### config.mk
export PLATFORM = sky130hd
export DESIGN_NAME = backup_container_parser_flat
export DESIGN_NICKNAME = d
export VERILOG_FILES = /design/src/hw/rtl/bcp_pkg.sv /design/src/hw/rtl/bcp_stream_if.sv /design/src/hw/rtl/backup_container_parser.sv /design/src/hw/rtl/bcp_queue.sv /design/src/hw/rtl/bcp_engine.sv /design/src/flat_wrapper.sv
export VERILOG_INCLUDE_DIRS = /design/src /design/src/hw/rtl
export SDC_FILE = /design/constraint.sdc
export NUM_CORES = 1
export LEC_CHECK = 0
export BUFFER_PORTS_ARGS = -buffer_cell sky130_fd_sc_hd__buf_2
export CORE_UTILIZATION = 24
export CTS_CLUSTER_SIZE = 40
export DETAILED_ROUTE_END_ITERATION = 6
export GPL_TIMING_DRIVEN = 0
export PLACE_DENSITY = 0.38
export SYNTH_ARGS = -nofsm -noshare
export SYNTH_HDL_FRONTEND = slang
export SYNTH_HIERARCHICAL = 1
export SYNTH_SLANG_ARGS = --single-unit
### constraint.sdc
create_clock -name clock -period 12.3 [get_ports clock]
set_clock_uncertainty 0.15 [all_clocks]
set_input_delay 1.845 -clock clock [delete_from_list [all_inputs] [get_ports clock]]
set_output_delay 1.845 -clock clock [all_outputs]
set_load 0.005 [all_outputs]
### src/hw/rtl/backup_container_parser_defines.svh
// assertion macros for the backup container parser
`ifndef BACKUP_CONTAINER_PARSER_DEFINES_SVH
`define BACKUP_CONTAINER_PARSER_DEFINES_SVH
// implication checked on every rising clock edge outside reset
`define BCP_ASSERT_IMP(label, clk, rst, lhs, rhs, msg) \
   label: assert property (@(posedge clk) disable iff (rst) (lhs) |-> (rhs)) else $error(msg);
// next-cycle implication
`define BCP_ASSERT_NXT(label, clk, rst, lhs, rhs, msg) \
   label: assert property (@(posedge clk) disable iff (rst) (lhs) |=> (rhs)) else $error(msg);
`endif

### src/hw/rtl/bcp_pkg.sv
// types and constants for the backup container parser
`timescale 1ns / 1ps
package bcp_pkg;
   typedef enum logic [3:0] {
      SEC_MAGIC = 4'd0, SEC_VERSION = 4'd1, SEC_PATH_COUNT = 4'd2, SEC_CHILD_COUNT = 4'd3,
      SEC_CHILD_BYTE = 4'd4, SEC_SECRET_COUNT = 4'd5, SEC_SECRET_BYTE = 4'd6,
      SEC_ALGORITHM = 4'd7, SEC_NONCE = 4'd8, SEC_LENGTH = 4'd9, SEC_CIPHER = 4'd10,
      SEC_IGNORED = 4'd11
   } phase_type;

   typedef enum logic [2:0] {
      ST_OK = 3'd0, ST_TRUNCATED = 3'd1, ST_BAD_MAGIC = 3'd2, ST_BAD_VERSION = 3'd3,
      ST_ZERO_CHILD = 3'd4, ST_ZERO_SECRET = 3'd5, ST_BAD_ALGO = 3'd6, ST_BAD_LENGTH = 3'd7
   } status_type;

   localparam logic [1:0] CSR_MAGIC = 2'd0;
   localparam logic [1:0] CSR_VERSION = 2'd1;
   localparam logic [1:0] CSR_ALGO = 2'd2;
   localparam logic [1:0] CSR_MAXLEN = 2'd3;
   localparam int CSR_DATA_W = 48;
   localparam int CSR_ADDR_W = 2;

   typedef struct packed {
      logic [7:0] data_byte;
      logic       last_byte;
   } in_word_type;

   typedef struct packed {
      logic [3:0]  section;
      logic [7:0]  data_byte;
      logic [7:0]  group_number;
      logic [7:0]  member_number;
      logic        word_valid;
      logic [31:0] word_value;
      logic        finished;
      logic [2:0]  status;
   } out_word_type;
endpackage

### src/hw/rtl/bcp_stream_if.sv
// valid/ready stream interfaces for the parser
`timescale 1ns / 1ps
interface bcp_req_if;
   logic       valid;
   logic       ready;
   logic [7:0] byte_in;
   logic       last_byte;
   modport source (output valid, output byte_in, output last_byte, input ready);
   modport sink (input valid, input byte_in, input last_byte, output ready);
endinterface

interface bcp_rsp_if;
   logic        valid;
   logic        ready;
   logic [3:0]  section;
   logic [7:0]  data_byte;
   logic [7:0]  group_number;
   logic [7:0]  member_number;
   logic        word_valid;
   logic [31:0] word_value;
   logic        finished;
   logic [2:0]  status;
   modport source (output valid, output section, output data_byte, output group_number,
      output member_number, output word_valid, output word_value, output finished,
      output status, input ready);
   modport sink (input valid, input section, input data_byte, input group_number,
      input member_number, input word_valid, input word_value, input finished,
      input status, output ready);
endinterface

### src/hw/rtl/backup_container_parser.sv
// backup container parser
//
// req channel carries the container one byte per word, last_byte on the final one.
// rsp channel returns one word per byte: section, indices, completed child word or
// ciphertext length, and the latched status; the word for the last byte carries the
// final verdict and finished set, after which parsing restarts for a new container.
// csr port writes magic, version, algorithm and maximum length; write only while idle.
// bytes enter a two-entry queue and the parse engine takes one per cycle while rsp is
// not stalled; a byte is written into the queue, then parsed into the output register.
// sustained throughput is one byte per cycle while rsp is ready, set by the parse step.
// a stalled rsp holds its word in the output register; the queue fills with up to two
// bytes before req ready drops.
// reset is synchronous: queue emptied, parse state cleared, registers to defaults.
`timescale 1ns / 1ps
`include "backup_container_parser_defines.svh"
module backup_container_parser #(
   parameter int SECRET_BYTES = 32,
   parameter int NONCE_BYTES = 12
) (
   input logic clock,
   input logic reset,
   bcp_req_if.sink req,
   bcp_rsp_if.source rsp,
   input logic csr_write_enable,
   input logic [bcp_pkg::CSR_ADDR_W-1:0] csr_index,
   input logic [bcp_pkg::CSR_DATA_W-1:0] csr_write_data
);
   logic [47:0] magic_ff;
   logic [7:0] version_ff, algo_ff;
   logic [25:0] maxlen_ff;
   bcp_pkg::in_word_type push_word, q_word;
   bcp_pkg::out_word_type o_word;
   logic q_not_full, q_not_empty, q_pop, o_valid;

   always_ff @(posedge clock) begin
      if (reset) begin
         magic_ff <= '0; version_ff <= 8'd1; algo_ff <= 8'd1; maxlen_ff <= 26'd33554432;
      end else if (csr_write_enable) begin
         case (csr_index)
            bcp_pkg::CSR_MAGIC: magic_ff <= csr_write_data;
            bcp_pkg::CSR_VERSION: version_ff <= csr_write_data[7:0];
            bcp_pkg::CSR_ALGO: algo_ff <= csr_write_data[7:0];
            bcp_pkg::CSR_MAXLEN: maxlen_ff <= csr_write_data[25:0];
            default: ;
         endcase
      end
   end

   assign push_word.data_byte = req.byte_in;
   assign push_word.last_byte = req.last_byte;
   assign req.ready = q_not_full;

   bcp_queue u_queue (
      .clock, .reset, .push(req.valid && q_not_full), .push_word, .not_full(q_not_full),
      .pop(q_pop), .not_empty(q_not_empty), .pop_word(q_word)
   );

   bcp_engine #(.SECRET_BYTES(SECRET_BYTES), .NONCE_BYTES(NONCE_BYTES)) u_engine (
      .clock, .reset, .magic_word(magic_ff), .expected_version(version_ff),
      .algorithm_id(algo_ff), .max_payload_length(maxlen_ff), .in_valid(q_not_empty),
      .in_word(q_word), .in_pop(q_pop), .out_valid(o_valid), .out_word(o_word),
      .out_ready(rsp.ready)
   );

   assign rsp.valid = o_valid;
   assign rsp.section = o_word.section;
   assign rsp.data_byte = o_word.data_byte;
   assign rsp.group_number = o_word.group_number;
   assign rsp.member_number = o_word.member_number;
   assign rsp.word_valid = o_word.word_valid;
   assign rsp.word_value = o_word.word_value;
   assign rsp.finished = o_word.finished;
   assign rsp.status = o_word.status;

   `BCP_ASSERT_IMP(a_pop_needs_data, clock, reset, q_pop, q_not_empty, "pop from empty queue")
   `BCP_ASSERT_NXT(a_pop_gives_rsp, clock, reset, q_pop, rsp.valid, "pop without response")
   `BCP_ASSERT_IMP(a_word_value_zero, clock, reset, rsp.valid && !rsp.word_valid,
      rsp.word_value == 32'd0, "word value without word")
endmodule

### src/hw/rtl/bcp_queue.sv
// two-entry queue between the byte front end and the parse engine
`timescale 1ns / 1ps
module bcp_queue (
   input  logic                 clock,
   input  logic                 reset,
   input  logic                 push,
   input  bcp_pkg::in_word_type push_word,
   output logic                 not_full,
   input  logic                 pop,
   output logic                 not_empty,
   output bcp_pkg::in_word_type pop_word
);
   bcp_pkg::in_word_type mem_ff [2];
   logic wp_ff, rp_ff;
   logic [1:0] cnt_ff;

   assign not_full = (cnt_ff != 2'd2);
   assign not_empty = (cnt_ff != 2'd0);
   assign pop_word = mem_ff[rp_ff];

   always_ff @(posedge clock) begin
      if (push) begin
         mem_ff[wp_ff] <= push_word;
      end
   end

   always_ff @(posedge clock) begin
      if (reset) begin
         wp_ff <= 1'b0;
         rp_ff <= 1'b0;
         cnt_ff <= 2'd0;
      end else begin
         if (push) wp_ff <= ~wp_ff;
         if (pop) rp_ff <= ~rp_ff;
         cnt_ff <= cnt_ff + {1'b0, push} - {1'b0, pop};
      end
   end
endmodule

### src/hw/rtl/bcp_engine.sv
// parse engine: walks the container sections and builds each result word
`timescale 1ns / 1ps
module bcp_engine #(
   parameter int SECRET_BYTES = 32,
   parameter int NONCE_BYTES = 12
) (
   input  logic                  clock,
   input  logic                  reset,
   input  logic [47:0]           magic_word,
   input  logic [7:0]            expected_version,
   input  logic [7:0]            algorithm_id,
   input  logic [25:0]           max_payload_length,
   input  logic                  in_valid,
   input  bcp_pkg::in_word_type  in_word,
   output logic                  in_pop,
   output logic                  out_valid,
   output bcp_pkg::out_word_type out_word,
   input  logic                  out_ready
);
   localparam logic [4:0] MIN_TOTAL = 5'(6 + 1 + 1 + 1 + 1 + NONCE_BYTES + 1);
   localparam logic [5:0] SECRET_LAST = 6'(SECRET_BYTES - 1);
   localparam logic [5:0] NONCE_LAST = 6'(NONCE_BYTES - 1);

   bcp_pkg::phase_type phase_ff, phase_in;
   logic [4:0]  total_ff, total_in;
   logic [5:0]  pos_ff, pos_in;
   logic [7:0]  gleft_ff, gleft_in, gcnt_ff, gcnt_in, mleft_ff, mleft_in, mcnt_ff, mcnt_in;
   logic [63:0] acc_ff, acc_in;
   logic [3:0]  lleft_ff, lleft_in;
   logic [25:0] cleft_ff, cleft_in;
   bcp_pkg::status_type err_ff, err_in;
   logic out_valid_ff;
   bcp_pkg::out_word_type out_ff, res;
   logic go;

   assign out_valid = out_valid_ff;
   assign out_word = out_ff;
   assign go = in_valid && (!out_valid_ff || out_ready);
   assign in_pop = go;

   always_comb begin
      logic [7:0] b;
      logic [63:0] lacc;
      logic [63:0] floor_v;
      logic done;
      logic [63:0] len;
      b = in_word.data_byte;
      phase_in = phase_ff; total_in = total_ff; pos_in = pos_ff;
      gleft_in = gleft_ff; gcnt_in = gcnt_ff; mleft_in = mleft_ff; mcnt_in = mcnt_ff;
      acc_in = acc_ff; lleft_in = lleft_ff; cleft_in = cleft_ff; err_in = err_ff;
      res = '0;
      res.section = phase_ff;
      res.data_byte = b;
      done = 1'b0; len = '0; lacc = '0; floor_v = '0;
      case (phase_ff)
         bcp_pkg::SEC_MAGIC: begin
            res.member_number = {2'b0, pos_ff};
            if (pos_ff > 6'd5 || b != magic_word[8*(5-pos_ff[2:0]) +: 8]) begin
               err_in = bcp_pkg::ST_BAD_MAGIC; phase_in = bcp_pkg::SEC_IGNORED;
            end else if (pos_ff == 6'd5) begin
               pos_in = '0; phase_in = bcp_pkg::SEC_VERSION;
            end else pos_in = pos_ff + 6'd1;
         end
         bcp_pkg::SEC_VERSION: begin
            if (b != expected_version) begin
               err_in = bcp_pkg::ST_BAD_VERSION; phase_in = bcp_pkg::SEC_IGNORED;
            end else phase_in = bcp_pkg::SEC_PATH_COUNT;
         end
         bcp_pkg::SEC_PATH_COUNT: begin
            gleft_in = b; gcnt_in = '0;
            phase_in = (b != 8'd0) ? bcp_pkg::SEC_CHILD_COUNT : bcp_pkg::SEC_SECRET_COUNT;
         end
         bcp_pkg::SEC_CHILD_COUNT: begin
            res.group_number = gcnt_ff;
            if (b == 8'd0) begin
               err_in = bcp_pkg::ST_ZERO_CHILD; phase_in = bcp_pkg::SEC_IGNORED;
            end else begin
               mleft_in = b; mcnt_in = '0; pos_in = '0; acc_in = '0;
               phase_in = bcp_pkg::SEC_CHILD_BYTE;
            end
         end
         bcp_pkg::SEC_CHILD_BYTE: begin
            res.group_number = gcnt_ff;
            res.member_number = mcnt_ff;
            acc_in = {32'd0, acc_ff[23:0], b};
            if (pos_ff >= 6'd3) begin
               res.word_valid = 1'b1;
               res.word_value = acc_in[31:0];
               pos_in = '0; acc_in = '0;
               mcnt_in = mcnt_ff + 8'd1;
               mleft_in = mleft_ff - 8'd1;
               if (mleft_ff == 8'd1) begin
                  gcnt_in = gcnt_ff + 8'd1;
                  gleft_in = gleft_ff - 8'd1;
                  phase_in = (gleft_ff != 8'd1) ? bcp_pkg::SEC_CHILD_COUNT
                                                : bcp_pkg::SEC_SECRET_COUNT;
               end
            end else pos_in = pos_ff + 6'd1;
         end
         bcp_pkg::SEC_SECRET_COUNT: begin
            if (b == 8'd0) begin
               err_in = bcp_pkg::ST_ZERO_SECRET; phase_in = bcp_pkg::SEC_IGNORED;
            end else begin
               gleft_in = b; gcnt_in = '0; pos_in = '0; phase_in = bcp_pkg::SEC_SECRET_BYTE;
            end
         end
         bcp_pkg::SEC_SECRET_BYTE: begin
            res.group_number = gcnt_ff;
            res.member_number = {2'b0, pos_ff};
            if (pos_ff >= SECRET_LAST) begin
               pos_in = '0;
               gcnt_in = gcnt_ff + 8'd1;
               gleft_in = gleft_ff - 8'd1;
               if (gleft_ff == 8'd1) phase_in = bcp_pkg::SEC_ALGORITHM;
            end else pos_in = pos_ff + 6'd1;
         end
         bcp_pkg::SEC_ALGORITHM: begin
            if (b != algorithm_id) begin
               err_in = bcp_pkg::ST_BAD_ALGO; phase_in = bcp_pkg::SEC_IGNORED;
            end else begin
               pos_in = '0; phase_in = bcp_pkg::SEC_NONCE;
            end
         end
         bcp_pkg::SEC_NONCE: begin
            res.member_number = {2'b0, pos_ff};
            if (pos_ff >= NONCE_LAST) begin
               pos_in = '0; phase_in = bcp_pkg::SEC_LENGTH;
            end else pos_in = pos_ff + 6'd1;
         end
         bcp_pkg::SEC_LENGTH: begin
            res.member_number = {2'b0, pos_ff};
            if (pos_ff == 6'd0) begin
               if (b < 8'd253) begin
                  done = 1'b1; len = {56'd0, b};
               end else begin
                  lleft_in = (b == 8'd253) ? 4'd2 : (b == 8'd254) ? 4'd4 : 4'd8;
                  acc_in = '0; pos_in = 6'd1;
               end
            end else begin
               lacc = acc_ff | ({56'd0, b} << {pos_ff[2:0] - 3'd1, 3'b000});
               acc_in = lacc;
               pos_in = pos_ff + 6'd1;
               lleft_in = lleft_ff - 4'd1;
               if (lleft_ff == 4'd1) begin
                  floor_v = (pos_in == 6'd3) ? 64'd253
                          : (pos_in == 6'd5) ? 64'h10000 : 64'h1_0000_0000;
                  len = lacc;
                  if (lacc < floor_v || lacc > {38'd0, max_payload_length}) begin
                     err_in = bcp_pkg::ST_BAD_LENGTH; phase_in = bcp_pkg::SEC_IGNORED;
                  end else done = 1'b1;
               end
            end
            if (done) begin
               res.word_valid = 1'b1;
               res.word_value = len[31:0];
               cleft_in = len[25:0];
               pos_in = '0;
               phase_in = (len != 64'd0) ? bcp_pkg::SEC_CIPHER : bcp_pkg::SEC_IGNORED;
            end
         end
         bcp_pkg::SEC_CIPHER: begin
            cleft_in = cleft_ff - 26'd1;
            if (cleft_ff == 26'd1) phase_in = bcp_pkg::SEC_IGNORED;
         end
         default: res.section = bcp_pkg::SEC_IGNORED;
      endcase
      if (total_ff < MIN_TOTAL) total_in = total_ff + 5'd1;
      if (in_word.last_byte) begin
         if (total_in < MIN_TOTAL) err_in = bcp_pkg::ST_TRUNCATED;
         else if (err_in == bcp_pkg::ST_OK && phase_in != bcp_pkg::SEC_IGNORED)
            err_in = (phase_in == bcp_pkg::SEC_LENGTH) ? bcp_pkg::ST_BAD_LENGTH
                                                       : bcp_pkg::ST_TRUNCATED;
      end
      res.finished = in_word.last_byte;
      res.status = err_in;
   end

   always_ff @(posedge clock) begin
      if (go) out_ff <= res;
   end

   always_ff @(posedge clock) begin
      if (reset) begin
         out_valid_ff <= 1'b0;
      end else if (go) begin
         out_valid_ff <= 1'b1;
      end else if (out_ready) begin
         out_valid_ff <= 1'b0;
      end
   end

   always_ff @(posedge clock) begin
      if (reset || (go && in_word.last_byte)) begin
         phase_ff <= bcp_pkg::SEC_MAGIC; total_ff <= '0; pos_ff <= '0;
         gleft_ff <= '0; gcnt_ff <= '0; mleft_ff <= '0; mcnt_ff <= '0;
         acc_ff <= '0; lleft_ff <= '0; cleft_ff <= '0; err_ff <= bcp_pkg::ST_OK;
      end else if (go) begin
         phase_ff <= phase_in; total_ff <= total_in; pos_ff <= pos_in;
         gleft_ff <= gleft_in; gcnt_ff <= gcnt_in; mleft_ff <= mleft_in; mcnt_ff <= mcnt_in;
         acc_ff <= acc_in; lleft_ff <= lleft_in; cleft_ff <= cleft_in; err_ff <= err_in;
      end
   end
endmodule
### src/flat_wrapper.sv
// flat-port wrapper written by rule: the top's interface ports become plain ports
module backup_container_parser_flat 
#(
   parameter int SECRET_BYTES = 32,
   parameter int NONCE_BYTES = 12
)
  (clock, reset, csr_write_enable, csr_index, csr_write_data, req_valid, req_byte_in, req_last_byte, req_ready, rsp_valid, rsp_section, rsp_data_byte, rsp_group_number, rsp_member_number, rsp_word_valid, rsp_word_value, rsp_finished, rsp_status, rsp_ready);
  bcp_req_if req_i ();
  bcp_rsp_if rsp_i ();
  input logic clock;
  input logic reset;
  input logic csr_write_enable;
  input logic [bcp_pkg::CSR_ADDR_W-1:0] csr_index;
  input logic [bcp_pkg::CSR_DATA_W-1:0] csr_write_data;
  input wire logic [$bits(req_i.valid)-1:0] req_valid;
  input wire logic [$bits(req_i.byte_in)-1:0] req_byte_in;
  input wire logic [$bits(req_i.last_byte)-1:0] req_last_byte;
  output wire logic [$bits(req_i.ready)-1:0] req_ready;
  output wire logic [$bits(rsp_i.valid)-1:0] rsp_valid;
  output wire logic [$bits(rsp_i.section)-1:0] rsp_section;
  output wire logic [$bits(rsp_i.data_byte)-1:0] rsp_data_byte;
  output wire logic [$bits(rsp_i.group_number)-1:0] rsp_group_number;
  output wire logic [$bits(rsp_i.member_number)-1:0] rsp_member_number;
  output wire logic [$bits(rsp_i.word_valid)-1:0] rsp_word_valid;
  output wire logic [$bits(rsp_i.word_value)-1:0] rsp_word_value;
  output wire logic [$bits(rsp_i.finished)-1:0] rsp_finished;
  output wire logic [$bits(rsp_i.status)-1:0] rsp_status;
  input wire logic [$bits(rsp_i.ready)-1:0] rsp_ready;
  assign req_i.valid = req_valid;
  assign req_i.byte_in = req_byte_in;
  assign req_i.last_byte = req_last_byte;
  assign req_ready = req_i.ready;
  assign rsp_valid = rsp_i.valid;
  assign rsp_section = rsp_i.section;
  assign rsp_data_byte = rsp_i.data_byte;
  assign rsp_group_number = rsp_i.group_number;
  assign rsp_member_number = rsp_i.member_number;
  assign rsp_word_valid = rsp_i.word_valid;
  assign rsp_word_value = rsp_i.word_value;
  assign rsp_finished = rsp_i.finished;
  assign rsp_status = rsp_i.status;
  assign rsp_i.ready = rsp_ready;
  backup_container_parser #(.SECRET_BYTES(SECRET_BYTES), .NONCE_BYTES(NONCE_BYTES)) u_core (.clock(clock), .reset(reset), .req(req_i), .rsp(rsp_i), .csr_write_enable(csr_write_enable), .csr_index(csr_index), .csr_write_data(csr_write_data));
endmodule
-- Word-level counts from Yosys, hierarchy flattened
Memories as Yosys holds them, arrays and structs flattened. A register that Yosys moved wholly into a read port is not among the register bits.
Cells that the tools add are included.
- bits in registers: 304
- latch bits: 0
- RAM bits: 18
- ROM bits: 0
- input bits: 64
- word-level logic and storage cells: 223
- memories: 1
- memories (name ; words ; bits a word ; read ports ; clocked after memory_dff ; write ports ; RTL line ; text):
    u_core.u_queue.mem_ff ; 2 ; 9 ; 1 ; 1 ; 1 ; bcp_queue.sv:13 ; bcp_pkg::in_word_type mem_ff [2];
- add/sub/neg operators: 12
- multiply operators: 0
- div/mod/pow operators: 0
- magnitude comparators: 9
- equality and inequality tests: 41
- shift-type cells: 2
- multiplexer cells: 91
- bitwise operators: 3
- reduce and logical (&&, ||, !) cells: 37
- operators by type and width (operator ; count):
    $mux 64 ; 6
    $pmux 64 s3 ; 1
    $mux 33 ; 4
    $mux 8 ; 11
    $mux 4 ; 19
    $pmux 33 s2 ; 1
    $gt 64x26->1 ; 1
    $lt 64x33->1 ; 1
    $or 64x64->64 ; 1
    $pmux 8 s4 ; 2
    $reduce_bool 64->1 ; 1
    $shl 8x6->64 ; 1
    $mux 6 ; 10
    $pmux 26 s2 ; 1
    $pmux 8 s2 ; 3
    $shiftx 48x33->8 ; 1
    $pmux 4 s11 ; 1
    $mux 3 ; 14
    $pmux 6 s7 ; 1
    $mux 32 ; 1
    $eq 26x1->1 const B ; 1
    $mux 26 ; 1
    $sub 26x1->26 const B ; 1
    $ne 8x8->1 ; 3
    55 further kinds ; 108

-- Longest topological paths before layout
- word-level depth: 17
- depth in mapped cells: 22
- depth with buffers taken out: 17

-- By module
Netlist, hierarchy kept.
- by module, submodules not included (module ; times used ; cells each ; area an instance (µm²) ; sequential area each (µm²)):
    bcp_engine ; 1 ; 1564 ; 12507.0 ; 4854.7
    backup_container_parser ; 1 ; 350 ; 3729.8 ; 1801.7
    bcp_queue ; 1 ; 49 ; 863.3 ; 640.6

-- Worst setup path before layout
OpenSTA, ideal clock, no wires.
- kind: input -> register
- start: in rsp_ready
- end: reg u_core.u_queue.cnt_ff[1]
- library setup time: 64 ps
- arrival: 5275 ps
- required time: 12086 ps
- slack: 6811 ps
- stages: 9
- cell sequence: nand2b_1 > nand2_1 > inv_1 > clkbuf_1 > ha_1 > inv_1 > ha_1 > xnor3_1 > nor2_1
- longest elaborated chain between the ends: 3
- ends and longest elaborated chain (what ; RTL line ; text):
    start, declared ; flat_wrapper.sv:28 ; input wire logic [$bits(rsp_i.ready)-1:0] rsp_ready;
    $logic_or 1x1->1 ; bcp_engine.sv:38 ; assign go = in_valid && (!out_valid_ff || out_ready);
    $logic_and 1x1->1 ; bcp_engine.sv:38 ;
    named net u_core.q_pop ; backup_container_parser.sv:33 ; logic q_not_full, q_not_empty, q_pop, o_valid;
    $sub 2x1->2 ; bcp_queue.sv:35 ; cnt_ff <= cnt_ff + {1'b0, push} - {1'b0, pop};
    end signal, assigned ; bcp_queue.sv:35 ;
    end, declared ; bcp_queue.sv:15 ; logic [1:0] cnt_ff;
The timed path passes the listed nets, and every way through them passes these cells.
A chain may end at the register's enable or synchronous reset.

==> impl_results.md <==
- Status: completed
- Critical path arrival: 7.66 ns
- Cell Count, Final, Fillers Out: approximately 3100
- First-pass GRT wire length: about 95000 um
- Critical path cell sequence: buf_6 -> buf_2 -> inv_1 -> ha_1 -> clkbuf_1 -> nand2b_1 -> nor2_1 -> a21oi_1 -> inv_1 -> ha_1 -> a2111oi_0 -> nand2_1 -> o21ai_0 -> a22oi_1 -> a2111o_1 -> a211oi_2 -> o21ai_1 -> or2_1 -> clkbuf_1 -> clkbuf_1 -> o21ai_0
- CTS H-tree lvls: 2
- Via density: 4.88
- Slew margin rel.: 0.210
- Min-delay src: u_core/u_engine/acc_ff[36]
- Final Max Slew Viols: 0
- Crit path max-delay family: compound AO/OA/AOI/OAI gates
- Antenna violations before repair: 1
- Post-synth EDFFs: 83
- Multi-input logic area: around 0.009 mm^2
- Worst r2r src: u_core/u_engine/pos_ff[0]
- GRT overflow: 0
- Final period util: 0.610
- Cells after DPL: 3034
- Vias in the first global route: between 15000 and 20000
- GPL Wtd Cong: just under 0.9
- # fillers: 7553
- Clock latency on the worst-skew pair: 0.58 ns
- Post-synth top flop: dfxtp_1
- CTS tree: yes
- Slowest stage delay, CP: about 0.67 ns
- Setup TNS: 0 ns
- Fmax: ~0.13 GHz
- DR WL/cell: just over 20 um
- Worst slew pin tran: 1.18 ns
- GRT Util Overall: 0.174
- Number of CTS-inserted buffers: 41
- Die Width: roughly 270 um
- Synth top area cells: dfxtp_1 (28%), edfxtp_1 (15%), mux2i_1 (6.8%)
- Synth Instances: approximately 2000
- Crit path capture type: register
- Worst-case reg-to-reg path depth: 21
- Root Driver: clkbuf_16
- Post-route ant nets: 0
- # port buffers: 130
- Lkg Pwr: 7.62 nW
- Resize count post-CTS: 0
- Ys async rst share: 0
- RSZ-0062 raised after global routing: false
- Sink Count: roughly 320
- Synth warn: 6
- Data required, critical path: 12.46 ns
- Synthesis-to-finish area growth: 18.8%
- Crit path time final: 7.50 ns
- Hold crit path type: register to register
- Num ports: approximately 130
- R2R setup slack: 4.80 ns
- Clock Path Buffers: 3
- Share of layout cells above drive strength 1: 0.118
- Netlist Area Pre-Place: around 0.017 mm^2
- Die Area: 0.0723 mm^2
- Worst hold slack: around 0.32 ns
- Largest net degree at the start of global routing: 50
- DRT Pass-1 Iters: 7
- # Post-CTS Setup Buffers: 0
- Yosys top cell area share: 0.281
- Nets: 2254
- Final WS setup: slightly below 5 ns
- Hold Path Depth: 2
- Pre-CTS setup slack: about 4.9 ns
- Pwr/cell area: 185 mW/mm^2
- Critical Path Slowest Stage Cell: dfxtp_1
- # setup viols final: 0
- Critical R2R Capture: u_core/u_engine/out_word[16]
- WS Path Type: register to register
- Clk slew on worst S/H paths: 0.06 ns
- Final Hold Viols: 0
- Sequential cell area fraction in the yosys report: 0.427
- Row count: slightly below 100
- Die Height: ~270 um
- Syn_nets: between 2000 and 2500
- Routed WL: 63700 um
- Max FO, Critical Path: 10
- Area leader, netlist: dfxtp_1
- Library cells used by synthesis: 86
- Cell repeated most along the worst path: clkbuf_1
- CP bufs+invs: 7
- Residual DRC count: 0
- DP HPWL: approximately 47000 um
- Starting Density: 0.243
- Hold path endpoint: u_core/u_engine/acc_ff[36]
- Commonest cells in the netlist: dfxtp_1 (240), nor2_1 (205), nand2b_1 (150)
- Detailed-route via count: 15183
- Floorplan Core Area: between 0.07 and 0.08 mm^2
- FF/Latch Area: 0.00730 mm^2
- Top-count cell post-synth: dfxtp_1
- Syn_area_per_cell: 8.71 um^2
- IR drop worst, VDD: between 0.07 and 0.08 mV
- Max cap viols: 0
- # hold bufs at CTS: 0
- FF+latch count, synth: 323
- Detailed Route Iter0 Violations: 1103
- Startpoint type of the worst setup path: register
[metrics by stage]
step                      power (mW)  cell area [um^2]  utilization
after floorplan                 2.08             17100            -
after global placement          2.58             18900        0.269
after CTS                       3.82             20300        0.289
final                           3.77             20300        0.289
after detailed placement        2.58             19000        0.270
after global routing            3.98             20300        0.289
[kinds of logic (layout without fill, tap and decap cells)]
| family | Yosys count | count (layout) | share of synthesized area |
|---|---|---|---|
| mux | 125 | 125 | 0.0738 |
| fa+ha+maj | 53 | 53 | 0.0388 |
| simple gates | 728 | 728 | 0.215 |
| buf+inv | 211 | 418 | 0.0495 |
| compound gates | 481 | 481 | 0.173 |
| flops | 323 | 323 | 0.427 |
| xor+xnor | 42 | 42 | 0.0228 |
| other cells | 0 | 2 | 0 |
[layout by cell type (no fill, tap or decap), drive strengths merged, types with 22 or more instances in the layout]
cell type / Yosys / layout
nor2: 205 / 205
dfxtp: 240 / 240
a22oi: 47 / 47
o21ai: 150 / 150
a21oi: 150 / 150
inv: 86 / 89
nor3: 50 / 50
nand2: 146 / 146
a211oi: 22 / 22
edfxtp: 83 / 83
clkbuf: 90 / 145
nand3: 34 / 34
ha: 53 / 53
nand2b: 150 / 150
buf: 35 / 166
nor4: 27 / 27
xor2: 25 / 25
mux2i: 116 / 116
[worst register-to-register path, delay by kind of cell (launching register included)]
kind / cells / cell delay, ns
and+or+nand+nor: 4 / 1.23
DFF: 1 / 0.67
buffers and inverters: 7 / 1.92
adders and majority gates: 2 / 0.59
AOI/OAI and AO/OA: 8 / 2.70
[how the worst max path moves through the flow]
stage | start | endpoint | cells after the start
floorplan | rsp_ready | u_core/u_queue/cnt_ff[1] | 9
global placement | rsp_ready | u_core/u_queue/cnt_ff[1] | 10
detailed placement | u_core/u_engine/pos_ff[0] | u_core/u_engine/out_word[16] | 21
CTS | u_core/u_engine/pos_ff[0] | u_core/u_engine/out_word[16] | 21
global route | u_core/u_engine/pos_ff[0] | u_core/u_engine/out_word[16] | 21
finish | u_core/u_engine/pos_ff[0] | u_core/u_engine/out_word[16] | 21
[metal layers]
metal | up-vias | part of all wire | GRT usage
met5 | - | 0 | 0
met3 | 104 | 0.048 | 0.0262
li1 | 7336 | - | -
met4 | 0 | 0.027 | 0.0559
met2 | 428 | 0.47 | 0.291
met1 | 7315 | 0.46 | 0.229
[report_power, final]
part           total, mW  internal (mW)  switching (mW)
clock network       1.21          0.717           0.495
registers           1.32           1.26          0.0587
logic               1.24          0.401           0.836
total               3.77           2.38            1.39
[final cells by class]
class / count / area share
multi-input combinational: 1429 / 0.441
timing repair buffer: 131 / 0.0334
sequential: 323 / 0.359
clock inverter: 21 / 0.00979
inverter: 86 / 0.0159
clock buffer: 55 / 0.0561
tap: 940 / 0.0579
buffer: 125 / 0.0260
antenna: 2 / 0.000246
[flip-flops by register name, indices dropped and copies added, names as in the netlist, 18 cells and up, named ones only]
signal,flops
u_core/u_engine/out_word,65
u_core/magic_ff,48
u_core/u_engine/acc_ff,64
u_core/u_engine/cleft_ff,26
u_core/u_queue/mem_ff,18
u_core/maxlen_ff,26
(Power assumes the default switching activity.)
